==> src/sv/assert_macros.svh <==
// Assertion macros shared by the RTL. Synthesis builds define SYNTH so that
// every check drops out.
`ifndef ASSERT_MACROS_SVH
`define ASSERT_MACROS_SVH
`ifndef SYNTH
`define ASSERT_ALWAYS(label, clk, rst, cond) \
   label: assert property (@(posedge clk) disable iff (rst) (cond)) \
      else $error("%m: check failed");
`define ASSERT_IMPLY(label, clk, rst, ante, cons) \
   label: assert property (@(posedge clk) disable iff (rst) (ante) |-> (cons)) \
      else $error("%m: check failed");
`define ASSERT_NEXT(label, clk, rst, ante, cons) \
   label: assert property (@(posedge clk) disable iff (rst) (ante) |=> (cons)) \
      else $error("%m: check failed");
`else
`define ASSERT_ALWAYS(label, clk, rst, cond)
`define ASSERT_IMPLY(label, clk, rst, ante, cons)
`define ASSERT_NEXT(label, clk, rst, ante, cons)
`endif
`endif

==> src/sv/bf3_pkg.sv <==
`default_nettype none
package bf3_pkg;

   localparam int DEFAULT_MAX_WIDTH = 256;
   localparam int RESET_WIDTH       = 256;
   localparam int RESET_HEIGHT      = 256;
   localparam int HEIGHT_LIMIT      = 4096;
   localparam int MIN_DIM           = 2;

   localparam int WIDTH_FIELD_W = 9;
   localparam int HEIGHT_W      = 13;
   localparam int ROW_W         = 13;
   localparam int CSR_DATA_W    = 13;
   localparam int CSR_INDEX_W   = 1;
   localparam int PIXEL_W       = 8;
   localparam int COLSUM_W      = 10;
   localparam int SUM_W         = 12;
   localparam int SUM_MAX       = 2295;

   // floor(x / 9) == (x * 7282) >> 16 for every x up to SUM_MAX.
   localparam int RECIP_NINE  = 7282;
   localparam int RECIP_W     = 13;
   localparam int RECIP_SHIFT = 16;

   localparam logic [CSR_INDEX_W-1:0] CSR_IMAGE_WIDTH  = 1'b0;
   localparam logic [CSR_INDEX_W-1:0] CSR_IMAGE_HEIGHT = 1'b1;

   localparam logic KIND_PIXEL = 1'b0;
   localparam logic KIND_FLUSH = 1'b1;

   typedef struct packed {
      logic               kind;
      logic [PIXEL_W-1:0] pixel_in;
   } req_type;

   typedef struct packed {
      logic [PIXEL_W-1:0] pixel_out;
      logic               frame_last;
   } rsp_type;

endpackage
`default_nettype wire

==> src/sv/box_filter_3x3_replicate.sv <==
// Channel  Direction  Handshake             Payload
// req      in         req_valid/req_ready   req_data  (kind, pixel_in)
// rsp      out        rsp_valid/rsp_ready   rsp_data  (pixel_out, frame_last)
// csr      in         csr_valid/csr_ready   csr_index, csr_wdata
//
// One beat per cycle unless rsp stalls; rsp_valid rises as a result leaves stage two.
// Line memories are read as a beat is taken, written as a non-last beat leaves stage one.
// Reset restores 256 x 256 geometry and the frame start; memories need no clear.
// With rsp stalled, beats that give a result fill stage two and then stage one,
// after which req_ready falls.
`default_nettype none
`include "assert_macros.svh"
module box_filter_3x3_replicate #(
   parameter int MAX_WIDTH = bf3_pkg::DEFAULT_MAX_WIDTH
) (
   input  wire logic                               clock,
   input  wire logic                               reset,
   input  wire logic                               req_valid,
   output logic                                    req_ready,
   input  wire bf3_pkg::req_type                   req_data,
   output logic                                    rsp_valid,
   input  wire logic                               rsp_ready,
   output bf3_pkg::rsp_type                        rsp_data,
   input  wire logic                               csr_valid,
   output logic                                    csr_ready,
   input  wire logic [bf3_pkg::CSR_INDEX_W-1:0]    csr_index,
   input  wire logic [bf3_pkg::CSR_DATA_W-1:0]     csr_wdata
);

   localparam int COL_W = $clog2(MAX_WIDTH);
   localparam int WID_W = $clog2(MAX_WIDTH + 1);
   localparam int WIDTH_AT_RESET =
      (bf3_pkg::RESET_WIDTH > MAX_WIDTH) ? MAX_WIDTH : bf3_pkg::RESET_WIDTH;
   localparam int PROD_W = bf3_pkg::SUM_W + bf3_pkg::RECIP_W;

   typedef struct packed {
      logic [COL_W-1:0]            col;
      logic [bf3_pkg::PIXEL_W-1:0] pix;
      logic                        row0;
      logic                        use_mem;
      logic                        do_a;
      logic                        do_b;
      logic                        col_one;
      logic                        last;
   } s1_type;

   // Geometry and input position.
   logic [WID_W-1:0]             width_ff, width_in;
   logic [bf3_pkg::HEIGHT_W-1:0] height_ff, height_in;
   logic [COL_W-1:0]             col_ff, col_in;
   logic [bf3_pkg::ROW_W-1:0]    row_ff, row_in;

   logic [bf3_pkg::WIDTH_FIELD_W-1:0] wr_width;
   logic [bf3_pkg::HEIGHT_W-1:0]      wr_height;
   logic                              csr_write;

   logic   req_accept, in_frame, ignore_beat, col_wrap;
   s1_type s1_in, s1_ff;
   logic   s1_valid_ff, s1_en, s1_fire;

   logic [bf3_pkg::PIXEL_W-1:0]  up_rd, mid_rd, value, up_px, mid_px;
   logic [bf3_pkg::COLSUM_W-1:0] c1_ff, c2_ff, new_total;
   logic [bf3_pkg::SUM_W-1:0]    sum;
   logic                         wr_en;

   logic                      s2_valid_ff, s2_en, s2_last_ff;
   logic [bf3_pkg::SUM_W-1:0] s2_sum_ff;
   logic [PROD_W-1:0]         product;

   logic             rsp_valid_ff, out_en;
   bf3_pkg::rsp_type rsp_data_ff;

   // ---------------------------------------------------------------- csr
   assign csr_ready = 1'b1;
   assign csr_write = csr_valid && csr_ready;
   assign wr_width  = csr_wdata[bf3_pkg::WIDTH_FIELD_W-1:0];
   assign wr_height = csr_wdata[bf3_pkg::HEIGHT_W-1:0];

   always_comb begin
      width_in  = width_ff;
      height_in = height_ff;
      if (csr_write) begin
         case (csr_index)
            bf3_pkg::CSR_IMAGE_WIDTH: begin
               if (32'(wr_width) < bf3_pkg::MIN_DIM) begin
                  width_in = WID_W'(bf3_pkg::MIN_DIM);
               end else if (32'(wr_width) > MAX_WIDTH) begin
                  width_in = WID_W'(MAX_WIDTH);
               end else begin
                  width_in = WID_W'(wr_width);
               end
            end
            bf3_pkg::CSR_IMAGE_HEIGHT: begin
               if (32'(wr_height) < bf3_pkg::MIN_DIM) begin
                  height_in = bf3_pkg::HEIGHT_W'(bf3_pkg::MIN_DIM);
               end else if (32'(wr_height) > bf3_pkg::HEIGHT_LIMIT) begin
                  height_in = bf3_pkg::HEIGHT_W'(bf3_pkg::HEIGHT_LIMIT);
               end else begin
                  height_in = wr_height;
               end
            end
            default: begin
               width_in  = width_ff;
               height_in = height_ff;
            end
         endcase
      end
   end

   // ------------------------------------------------------- accept decode
   assign req_accept  = req_valid && req_ready;
   assign in_frame    = row_ff < height_ff;
   // A flush before the last pixel of the frame has arrived changes nothing.
   assign ignore_beat = in_frame && (req_data.kind == bf3_pkg::KIND_FLUSH);
   assign col_wrap    = (WID_W'(col_ff) + WID_W'(1)) >= width_ff;

   always_comb begin
      s1_in.col     = col_ff;
      s1_in.pix     = req_data.pixel_in;
      s1_in.row0    = row_ff == '0;
      s1_in.use_mem = !in_frame;
      s1_in.do_a    = (col_ff == '0) && (row_ff >= bf3_pkg::ROW_W'(2));
      s1_in.last    = s1_in.do_a &&
                      (row_ff == (height_ff + bf3_pkg::HEIGHT_W'(1)));
      s1_in.do_b    = (col_ff != '0) && (row_ff != '0);
      s1_in.col_one = col_ff == COL_W'(1);
   end

   always_comb begin
      col_in = col_ff;
      row_in = row_ff;
      if (csr_write) begin
         col_in = '0;
         row_in = '0;
      end else if (req_accept && !ignore_beat) begin
         if (s1_in.last) begin
            col_in = '0;
            row_in = '0;
         end else if (col_wrap) begin
            col_in = '0;
            row_in = row_ff + bf3_pkg::ROW_W'(1);
         end else begin
            col_in = col_ff + COL_W'(1);
         end
      end
   end

   // ------------------------------------------------------ line memories
   bf3_ram #(
      .WIDTH (bf3_pkg::PIXEL_W),
      .DEPTH (MAX_WIDTH)
   ) u_upper (
      .clock   (clock),
      .wr_en   (wr_en),
      .wr_addr (s1_ff.col),
      .wr_data (mid_px),
      .rd_en   (req_accept),
      .rd_addr (col_ff),
      .rd_data (up_rd)
   );

   bf3_ram #(
      .WIDTH (bf3_pkg::PIXEL_W),
      .DEPTH (MAX_WIDTH)
   ) u_middle (
      .clock   (clock),
      .wr_en   (wr_en),
      .wr_addr (s1_ff.col),
      .wr_data (value),
      .rd_en   (req_accept),
      .rd_addr (col_ff),
      .rd_data (mid_rd)
   );

   // --------------------------------------------------------- stage one
   // Below the last row the bottom row is repeated from the middle store.
   assign value     = s1_ff.use_mem ? mid_rd : s1_ff.pix;
   assign up_px     = s1_ff.row0 ? value : up_rd;
   assign mid_px    = s1_ff.row0 ? value : mid_rd;
   assign new_total = bf3_pkg::COLSUM_W'(up_px) + bf3_pkg::COLSUM_W'(mid_px)
                      + bf3_pkg::COLSUM_W'(value);

   // The end-of-row result repeats the rightmost column; the second column
   // of a row repeats the leftmost one.
   always_comb begin
      if (s1_ff.do_a) begin
         sum = bf3_pkg::SUM_W'(c1_ff) + bf3_pkg::SUM_W'({c2_ff, 1'b0});
      end else begin
         sum = bf3_pkg::SUM_W'(s1_ff.col_one ? c2_ff : c1_ff)
               + bf3_pkg::SUM_W'(c2_ff) + bf3_pkg::SUM_W'(new_total);
      end
   end

   assign s1_en   = !s1_valid_ff || s2_en;
   assign s1_fire = s1_valid_ff && s2_en;
   assign wr_en   = s1_fire && !s1_ff.last;
   assign req_ready = s1_en;

   // --------------------------------------------------------- stage two
   assign s2_en   = !s2_valid_ff || out_en;
   assign product = PROD_W'(s2_sum_ff) * PROD_W'(bf3_pkg::RECIP_NINE);

   // ------------------------------------------------------------- output
   assign out_en    = !rsp_valid_ff || rsp_ready;
   assign rsp_valid = rsp_valid_ff;
   assign rsp_data  = rsp_data_ff;

   always_ff @(posedge clock) begin
      if (reset) begin
         width_ff     <= WID_W'(WIDTH_AT_RESET);
         height_ff    <= bf3_pkg::HEIGHT_W'(bf3_pkg::RESET_HEIGHT);
         col_ff       <= '0;
         row_ff       <= '0;
         s1_valid_ff  <= 1'b0;
         s2_valid_ff  <= 1'b0;
         rsp_valid_ff <= 1'b0;
      end else begin
         width_ff  <= width_in;
         height_ff <= height_in;
         col_ff    <= col_in;
         row_ff    <= row_in;
         if (s1_en) begin
            s1_valid_ff <= req_accept && !ignore_beat;
         end
         if (s2_en) begin
            s2_valid_ff <= s1_fire && (s1_ff.do_a || s1_ff.do_b);
         end
         if (out_en) begin
            rsp_valid_ff <= s2_valid_ff;
         end
      end
   end

   always_ff @(posedge clock) begin
      if (s1_en) begin
         s1_ff <= s1_in;
      end
      if (wr_en) begin
         c1_ff <= c2_ff;
         c2_ff <= new_total;
      end
      if (s2_en) begin
         s2_sum_ff  <= sum;
         s2_last_ff <= s1_ff.last;
      end
      if (out_en) begin
         rsp_data_ff.pixel_out  <= product[bf3_pkg::RECIP_SHIFT +: bf3_pkg::PIXEL_W];
         rsp_data_ff.frame_last <= s2_last_ff;
      end
   end

   // ---------------------------------------------------------- checks
   `ASSERT_IMPLY(a_no_same_entry, clock, reset, wr_en && req_accept, s1_ff.col != col_ff)
   `ASSERT_ALWAYS(a_col_in_row, clock, reset, WID_W'(col_ff) < width_ff)
   `ASSERT_IMPLY(a_sum_bound, clock, reset, s2_valid_ff, 32'(s2_sum_ff) <= bf3_pkg::SUM_MAX)
   `ASSERT_NEXT(a_frame_restart, clock, reset, req_accept && !ignore_beat && s1_in.last, (row_ff == '0) && (col_ff == '0))
   `ASSERT_IMPLY(a_last_no_write, clock, reset, s1_valid_ff && s1_ff.last, !wr_en)

endmodule
`default_nettype wire

==> src/sv/bf3_ram.sv <==
`default_nettype none
module bf3_ram #(
   parameter int WIDTH = 8,
   parameter int DEPTH = 256
) (
   input  wire logic                     clock,
   input  wire logic                     wr_en,
   input  wire logic [$clog2(DEPTH)-1:0] wr_addr,
   input  wire logic [WIDTH-1:0]         wr_data,
   input  wire logic                     rd_en,
   input  wire logic [$clog2(DEPTH)-1:0] rd_addr,
   output logic      [WIDTH-1:0]         rd_data
);

   logic [WIDTH-1:0] mem_ff [DEPTH];
   logic [WIDTH-1:0] rd_data_ff;

   always_ff @(posedge clock) begin
      if (wr_en) begin
         mem_ff[wr_addr] <= wr_data;
      end
      if (rd_en) begin
         rd_data_ff <= mem_ff[rd_addr];
      end
   end

   assign rd_data = rd_data_ff;

endmodule
`default_nettype wire

==> config.mk <==
export PLATFORM = sky130hd
export DESIGN_NAME = box_filter_3x3_replicate
export DESIGN_NICKNAME = d
export VERILOG_FILES = /design/src/sv/bf3_pkg.sv /design/src/sv/box_filter_3x3_replicate.sv /design/src/sv/bf3_ram.sv
export VERILOG_INCLUDE_DIRS = /design/src /design/src/sv
export SDC_FILE = /design/constraint.sdc
export NUM_CORES = 2
export LEC_CHECK = 0
export ABC_CLOCK_PERIOD_IN_PS = 14650
export BUFFER_PORTS_ARGS = -buffer_cell sky130_fd_sc_hd__buf_2
export CAP_MARGIN = 40
export CORE_AREA = 2 2 611 613
export CTS_CLUSTER_SIZE = 30
export DETAILED_ROUTE_END_ITERATION = 7
export DIE_AREA = 0 0 613 615
export HOLD_SLACK_MARGIN = 0.1
export PLACE_DENSITY = 0.56
export SLEW_MARGIN = 20
export SYNTH_ARGS = -nofsm -noshare
export SYNTH_HDL_FRONTEND = slang
export SYNTH_SLANG_ARGS = --single-unit
==> constraint.sdc <==
create_clock -name clock -period 14.65 [get_ports clock]
set_clock_uncertainty 0.15 [all_clocks]
set_input_delay 2.93 -clock clock [delete_from_list [all_inputs] [get_ports clock]]
set_output_delay 2.93 -clock clock [all_outputs]
set_load 0.01 [all_outputs]
==> qor.yml <==
final_common_cell: "edfxtp_1"
mostFrequentLayoutCells: "edfxtp_1, mux4_2, clkbuf_16"
yosys.area_share.xor_xnor_pct: 0.248
grt_usage_pct: 24.7
grt_max_degree: 169
dr_total_vias: 81600
synth_top_family_by_area: "multiplexers"
routed_wl_mm: 469
critPathCaptureType: "output pin"
p_leak_nw: 58.6
synth_fa_ha_area_share_pct: 1.51
finalCritPeriodShare_pct: 47.4
synth_cells: 7464
ys_async_sr_fraction_pct: 0
first_iter_violations: 12000
synthMuxAreaShare_pct: 17.1
fmax_mhz: 144
worstSkewPairLatency_ps: 990
highest_layer: "met5"
fp.coreArea_sq_um: 371000
min_period_ps: 6950
die-area_sq_um: 377000
yosysSeqAreaShare_pct: 76.0
rows: 224
cp.required_ps: 11570
cts_resized: 0
first_pass_iters: 6
dp.cells: 12500
path_clk_slew_ps: 60
clk_path_buf_depth: 4
synth_fp_nets: 7662
gr-total-overflow: 0
synth_ff_type: "edfxtp_1"
ys_ff_latch: 4222
cts_buffers: 419
synth_area_leaders: "edfxtp_1, mux4_2, mux2i_1"
hold_viol: 0
synth_area_per_cell_sq_um: 22.3
synth.largest_area_cell: "edfxtp_1"
slew_headroom_pct: 20.4
grt_first_pass_wirelength_mm: 649
via_per_inst: 6.12
layout-drive-gt1-share_pct: 30.7
stdcell_count: 13300
drv_cap: 0
start_kind: "input pin"
status: "finished clean"
dp_hpwl_mm: 293
m1WireLength_mm: 195
crit_type: "in -> out"
antenna_found_initial: 36
synth-simple-area-share_pct: 1.80
boundaryPins: 40
wl_met2_mm: 214
wl_per_cell_um: 35.1
hold_class: "reg -> reg"
cts_tree: "yes"
ys_types: 78
worstPathArrival_ps: 3870
worstPathMaxFanout: 24
tightest_slew_ps: 1190
synth_compound_area_share_pct: 1.90
place_area_sq_um: 176000
post_cts_buffers: 0
yosysWarnings: 0
setup_violations: 0
postCtsHoldBufs: 0
portBuffers: 38
rsz0062_at_grt: "false"
area.growth.synth_to_final_pct: 14.9
die_h_um: 615
drcViolationCount: 0
clock_sinks: 4222
totalNegativeSetupSlack_ps: 0
vdd_drop_max_uv: 369
netlist_area_sq_um: 166000
cts_root_buf: "clkbuf_16"
grt_pass1_vias: 80300
synth_edf_count: 4176
yosys.area.top_type_share_pct: 75.4
cts_max_level: 5
final_cell_area_sq_um: 191000
place.gp.congestion: 0.909
wl_met3_mm: 44.4
start_util_pct: 44.8
final_nets: 8208
fp.dieW_um: 613
power_density_nw_per_um2: 149
ant_nets: 0
slew_viol_final: 0
## kinds of logic after synthesis
family	count (synthesis)
adders and majority gates	170
xor gates and xnor gates	47
and+or+nand+nor	678
DFF	4222
AOI/OAI and AO/OA	455
muxes	1364
other	1
buffers and inverters	527
## cell usage after synthesis, types with 6 or more instances
cell / n
o21ai_0: 52
a21o_1: 12
fa_1: 51
nor4_1: 11
nand3_1: 46
o22ai_1: 48
or2_2: 13
and2_1: 9
a211o_1: 9
a31oi_1: 6
o21bai_1: 9
xor2_1: 18
clkbuf_1: 163
nor3b_1: 8
inv_1: 136
nand2_1: 120
nor2b_1: 25
xnor2_1: 29
or3_1: 7
mux2i_1: 161
o221ai_1: 30
buf_1: 38
a21oi_1: 84
o31ai_1: 16
nor3_1: 33
mux2_2: 28
a22o_1: 16
a22oi_1: 44
a221oi_1: 26
o21a_1: 19
buf_6: 19
and3_1: 11
nand2b_1: 13
a211oi_1: 15
ha_1: 119
nand4_1: 7
a2111oi_0: 11
nor2_1: 357
buf_4: 53
mux4_2: 1175
edfxtp_1: 4176
dfxtp_1: 46
buf_2: 115
o21ai_1: 13
o211ai_1: 15
## path summary, 6_finish.rpt
path | startpoint | end | slack [ps] | cells past startpoint
max | rsp_ready | req_ready | 7700 | 5
min | s2_last_ff | rsp_data[0] | 280 | 0
max reg2reg | s1_ff[4] | s2_sum_ff[10] | 8330 | 22
min reg2reg | s2_last_ff | rsp_data[0] | 280 | 0
## critical path, cell delays in order
cell	delay [ps]
buf_2	100
nor2b_1	270
nand3_1	120
buf_4	260
buf_2	190
## flip-flops by register name, summed over array words and instances, names as in the netlist, 8 cells and up
signal            count
s1_ff                22
rsp_data              9
u_middle.rd_data      8
height_ff            13
row_ff               13
c1_ff                10
u_middle.mem_ff    2048
width_ff              9
s2_sum_ff            12
u_upper.mem_ff     2048
c2_ff                10
u_upper.rd_data       8
col_ff                8
## through the flow
stage	hold slack [ps]	utilization, %	setup WS, ps	total power [mW]
global route	299	51.5	7610	29.7
global placement	256	46.8	7100	17.8
detailed placement	266	47.5	7590	17.9
CTS	280	51.2	7690	28.7
floorplan	250	-	4400	16.7
finish	283	51.5	7700	28.4
## where the power goes
group	leakage [nW]	internal [mW]	switching [mW]
Combinational	13.8	1.63	2.29
Clock	6.76	6.31	4.56
Sequential	38.0	13.6	0.0621
Total	58.6	21.5	6.92
## layer usage
layer / GRT usage [%] / up-vias
met5: 0 / -
met4: 7.29 / 2
met3: 5.16 / 667
met2: 37.1 / 4039
met1: 36.6 / 44300
li1: - / 32600
## layout make-up
class / instances / area, sq um
Fill cell: 28700 / 180000
Sequential cell: 4222 / 126000
Multi-Input combinational cell: 2715 / 38300
Clock buffer: 509 / 11000
Tap cell: 4972 / 6220
Timing Repair Buffer: 513 / 5810
Clock inverter: 266 / 2830
Inverter: 139 / 537
Antenna cell: 4 / 10.0
No activity file was read; power rests on OpenSTA's default activity.
